## src/hw/rtl/fla_pkg.sv

```systemverilog
`default_nettype none

package fla_pkg;

  localparam int POOL_DEPTH = 1024;
  localparam int IDX_W      = $clog2(POOL_DEPTH);
  localparam int LINK_W     = IDX_W + 1;

  localparam int KIND_W     = 2;
  localparam int SLOT_W     = 10;
  localparam int STATUS_W   = 2;
  localparam int CNT_W      = 11;
  localparam int TOTAL_W    = 32;
  localparam int CFG_IDX_W  = 1;
  localparam int CFG_DATA_W = 11;

  localparam logic [LINK_W-1:0] LINK_END = LINK_W'(POOL_DEPTH);

  localparam logic [KIND_W-1:0] KIND_ALLOC  = 2'd0;
  localparam logic [KIND_W-1:0] KIND_FREE   = 2'd1;
  localparam logic [KIND_W-1:0] KIND_REINIT = 2'd2;

  localparam logic [STATUS_W-1:0] ST_OK        = 2'd0;
  localparam logic [STATUS_W-1:0] ST_EXHAUSTED = 2'd1;
  localparam logic [STATUS_W-1:0] ST_CLOSED    = 2'd2;
  localparam logic [STATUS_W-1:0] ST_RANGE     = 2'd3;

  localparam logic [CFG_IDX_W-1:0] CFG_SLOTS  = 1'd0;
  localparam logic [CFG_IDX_W-1:0] CFG_CLOSED = 1'd1;

  localparam logic [CFG_DATA_W-1:0] SLOTS_RESET = CFG_DATA_W'(1024);

  typedef struct packed {
    logic                set_res;
    logic [STATUS_W-1:0] res_status;
    logic                refuse;
    logic                read_head;
    logic                pop;
    logic                push;
    logic                sweep_start;
    logic                sweep_write;
    logic                list_reset;
    logic                load_out;
  } dp_cmd_t;

  typedef struct packed {
    logic closed;
    logic empty;
    logic slot_oor;
    logic sweep_last;
    logic out_free;
  } dp_sts_t;

  function automatic logic [LINK_W-1:0] eff_slots(input logic [CFG_DATA_W-1:0] v);
    logic [LINK_W-1:0] r;
    if (v == '0) begin
      r = LINK_W'(1);
    end else if (int'(v) > POOL_DEPTH) begin
      r = LINK_END;
    end else begin
      r = LINK_W'(v);
    end
    return r;
  endfunction

endpackage

`default_nettype wire

```

## src/hw/rtl/fla_ctrl.sv

```systemverilog
`default_nettype none

module fla_ctrl (
  input  wire logic                         clk_i,
  input  wire logic                         rst_ni,
  input  wire logic                         in_valid_i,
  input  wire logic [fla_pkg::KIND_W-1:0]   in_kind_i,
  output logic                              in_stall_o,
  input  wire fla_pkg::dp_sts_t             sts_i,
  output fla_pkg::dp_cmd_t                  cmd_o
);

  localparam logic [2:0] S_INIT  = 3'd0;
  localparam logic [2:0] S_IDLE  = 3'd1;
  localparam logic [2:0] S_READ  = 3'd2;
  localparam logic [2:0] S_SWEEP = 3'd3;
  localparam logic [2:0] S_EMIT  = 3'd4;

  logic [2:0] state_q, state_d;

  always_ff @(posedge clk_i or negedge rst_ni) begin
    if (!rst_ni) begin
      state_q <= S_INIT;
    end else begin
      state_q <= state_d;
    end
  end

  always_comb begin
    state_d = state_q;
    cmd_o   = '0;
    case (state_q)
      S_INIT: begin
        cmd_o.sweep_write = 1'b1;
        if (sts_i.sweep_last) begin
          cmd_o.list_reset = 1'b1;
          state_d          = S_IDLE;
        end
      end
      S_IDLE: begin
        if (in_valid_i) begin
          case (in_kind_i)
            fla_pkg::KIND_ALLOC: begin
              if (sts_i.closed) begin
                cmd_o.set_res    = 1'b1;
                cmd_o.res_status = fla_pkg::ST_CLOSED;
                cmd_o.refuse     = 1'b1;
                state_d          = S_EMIT;
              end else if (sts_i.empty) begin
                cmd_o.set_res    = 1'b1;
                cmd_o.res_status = fla_pkg::ST_EXHAUSTED;
                state_d          = S_EMIT;
              end else begin
                cmd_o.read_head = 1'b1;
                state_d         = S_READ;
              end
            end
            fla_pkg::KIND_FREE: begin
              cmd_o.set_res = 1'b1;
              if (sts_i.slot_oor) begin
                cmd_o.res_status = fla_pkg::ST_RANGE;
              end else begin
                cmd_o.res_status = fla_pkg::ST_OK;
                cmd_o.push       = 1'b1;
              end
              state_d = S_EMIT;
            end
            fla_pkg::KIND_REINIT: begin
              cmd_o.set_res     = 1'b1;
              cmd_o.res_status  = fla_pkg::ST_OK;
              cmd_o.sweep_start = 1'b1;
              state_d           = S_SWEEP;
            end
            default: begin
              cmd_o.set_res    = 1'b1;
              cmd_o.res_status = fla_pkg::ST_OK;
              state_d          = S_EMIT;
            end
          endcase
        end
      end
      S_READ: begin
        cmd_o.pop = 1'b1;
        state_d   = S_EMIT;
      end
      S_SWEEP: begin
        cmd_o.sweep_write = 1'b1;
        if (sts_i.sweep_last) begin
          cmd_o.list_reset = 1'b1;
          state_d          = S_EMIT;
        end
      end
      S_EMIT: begin
        if (sts_i.out_free) begin
          cmd_o.load_out = 1'b1;
          state_d        = S_IDLE;
        end
      end
      default: begin
        state_d = S_IDLE;
      end
    endcase
  end

  assign in_stall_o = (state_q != S_IDLE);

endmodule

`default_nettype wire

```

## config.mk

```make
export PLATFORM = sky130hd
export DESIGN_NAME = fla_ctrl
export DESIGN_NICKNAME = d
export VERILOG_FILES = /design/src/hw/rtl/fla_pkg.sv /design/src/hw/rtl/fla_ctrl.sv
export SDC_FILE = /design/constraint.sdc
export NUM_CORES = 1
export LEC_CHECK = 0
export BUFFER_PORTS_ARGS = -buffer_cell sky130_fd_sc_hd__clkbuf_2
export CORE_AREA = 2 2 39 41
export DETAILED_ROUTE_END_ITERATION = 8
export DIE_AREA = 0 0 41 43
export PLACE_DENSITY = 0.59
export SYNTH_ARGS = -nofsm -noshare
export SYNTH_HDL_FRONTEND = slang
export SYNTH_SLANG_ARGS = --single-unit
export TNS_END_PERCENT = 10
```

## constraint.sdc

```tcl
create_clock -name clk_i -period 2.2 [get_ports clk_i]
set_input_delay 0.11 -clock clk_i [delete_from_list [all_inputs] [get_ports clk_i]]
set_output_delay 0.11 -clock clk_i [all_outputs]
set_load 0.005 [all_outputs]
```

==> flow_summary.yaml <==
global_route:
  grt_max_degree: 11
  grt_antenna_before_repair: 0
  track_usage: 0.1107
  gr-total-overflow: 0
  grt_pass1_wl_mm: 1.269
  grt_pass1_vias: 346
job:
  cap_viol_max_count: 0
logic_synthesis:
  yosysUniqueCellTypes: 23
  syn_area_um2: 330.3
  ys_seq_area_frac: 0.2273
  synth-edff-count: 0
  synthFlopType: "dfrtp_1"
  avgSynthCellArea_um2: 7.507
  synth_nets: 54
  netlist_instances: 44
  ys_ff_latch: 3
  async_flop_share: 1.000
  yosys_warnings: 0
floorplan:
  pin_count: 22
  dieWidth_um: 41
  coreArea_um2: 1384
  die_h_um: 43
  initial_core_util: 0.2387
  die-area_um2: 1763
  rows: 14
timing:
  tns_ps: 0
  hold_viol_final: 0
  relSlewSlack: 0.7934
  finalSetupViolCount: 0
  fin_crit_ps: 1739
  worst_pin_slew_ps: 309.9
  period_share: 0.7905
  rsz0062_at_grt: "false"
  holdWs_ps: 203.5
  max_clock_freq_ghz: 0.5750
  drv_slew: 0
  fin_skew_ps: 2.798
cells_and_area:
  nNetsFinal: 79
  antenna_cells: 0
  finish.utilization: 0.3391
  stdcell_area_um2: 469.2
  drive_above_1_share: 0.4265
  mostFrequentLayoutCells: "clkbuf_2 (21), nor2_1 (9), a21oi_1 (4)"
  final_common_cell: "clkbuf_2"
  area_delta_synth_final_pct: 42.05
  top_register: "state_q"
  top_regs: "state_q (3)"
  largest_register_ffs: 3
clocking:
  clk_pin_slew_worst_paths_ps: 40
  clockBufferDepth: 2
  cts_resized: 0
  cts-htree-levels: 1
  cts_buffers: 3
  post_cts_buffers: 0
  clk_latency_ps: 240
  clock_sinks: 3
  cts_tree: "built"
  root_buffer: "clkbuf_4"
hold_path:
  hp-class: "in2async"
pwr:
  powerDensity_nw_per_um2: 1095
  total_leakage_power_nw: 0.2418
  irDropWorstVdd_mv: 0.4083
drt:
  dr.pass1.iters: 1
  drt_iter0_markers: 0
  vias: 392
  wirelength_um: 772
  via_per_inst: 4.667
  wire_per_inst_um: 9.190
  drc: 0
  ant_nets: 0
placed_design:
  gp_congestion: 0.6822
  place_area_um2: 432.9
  numPortBuffers: 21
  dpl.hpwl_um: 613.3
worst_setup_path:
  cp-start-kind: "register"
  critPathMaxStageDelay_ps: 480
  cpLargestDelayFamily: "simple AND/OR/NAND/NOR gates"
  cp_max_fo: 10
  arrival_ps: 1630
  crit_slowest_cell: "dfrtp_1"
  worstPathCellList: "inv_1, nand3_1, or3_4, nor3b_1, clkbuf_2"
  end_kind: "output pin"
  crit_buf_inv: 2
  path_class: "reg2out"
  critPathRequiredTime_ps: 2090
run_status:
  status: "finished clean"
## cells in the mapped netlist (2+ instances only)
cell type	count	area, um2
buf_6	2	22.52
a21oi_1	4	20.02
inv_1	3	11.26
nor4_1	2	12.51
nor2_1	9	33.78
nand2_1	3	11.26
dfrtp_1	3	75.07
nor3b_1	2	15.01
nand2b_1	2	12.51
## worst register-to-register path: stages, from the launching register on
cell	delay, ps
dfrtp_1	450
or4_4	560
nand3_2	110
mux2_4	300
## per-stage QoR
stage                     worst slack [ps]  total power, W  cells
after floorplan                      704.7       0.0003539     44
after global placement               698.5       0.0004158     79
after detailed placement             661.8       0.0004195     79
after CTS                            443.3       0.0005241     84
after global routing                 269.5       0.0005618     84
final                                460.9       0.0005136     84
## final timing paths
kind	start	end	slack (ps)	depth (start not counted)
max in group asynchronous	rst_ni	state_q[2]	1890	2
worst max register to register	state_q[2]	state_q[1]	670	3
min in group clk_i	sts_i[0]	state_q[2]	210	3
worst max-delay path	state_q[1]	cmd_o[4]	460	5
worst min register to register	state_q[2]	state_q[2]	630	1
worst min-delay path	rst_ni	state_q[1]	200	2
## cell families after synthesis
| family | synth area share |
|---|---|
| buf+inv | 0.1023 |
| compound gates | 0.1477 |
| flops | 0.2273 |
| xor+xnor | 0.02652 |
| mux | 0.04544 |
| simple gates | 0.4507 |
## cell type report
| class | count | area, um2 |
|---|---|---|
| Fill cell | 151 | 914.6 |
| Multi-Input combinational cell | 36 | 221.5 |
| Timing Repair Buffer | 22 | 115.1 |
| Sequential cell | 3 | 75.07 |
| Clock buffer | 4 | 26.28 |
| Tap cell | 16 | 20.02 |
| Inverter | 3 | 11.26 |
## repair_timing
item                       4_1_cts  5_1_grt
setup endpoints to repair        0        0
hold endpoints to repair         3        0
hold buffers                     1        0
## power by group
part           switching [W]  leakage (nW)  internal, W
Sequential         0.0000609        0.0379    0.0000820
Combinational       0.000129         0.189     0.000144
Clock              0.0000304        0.0150    0.0000681
Total               0.000220         0.242     0.000294
## per-layer routing
layer	routed length, um	part of all wire	GRT usage	vias to the layer above
met5	0	0	0	-
met4	19	0.025	0.1000	0
met3	29	0.038	0.03141	2
met2	385	0.50	0.1594	10
met1	338	0.44	0.1230	175
li1	-	-	-	205
(Power assumes the default switching activity.)
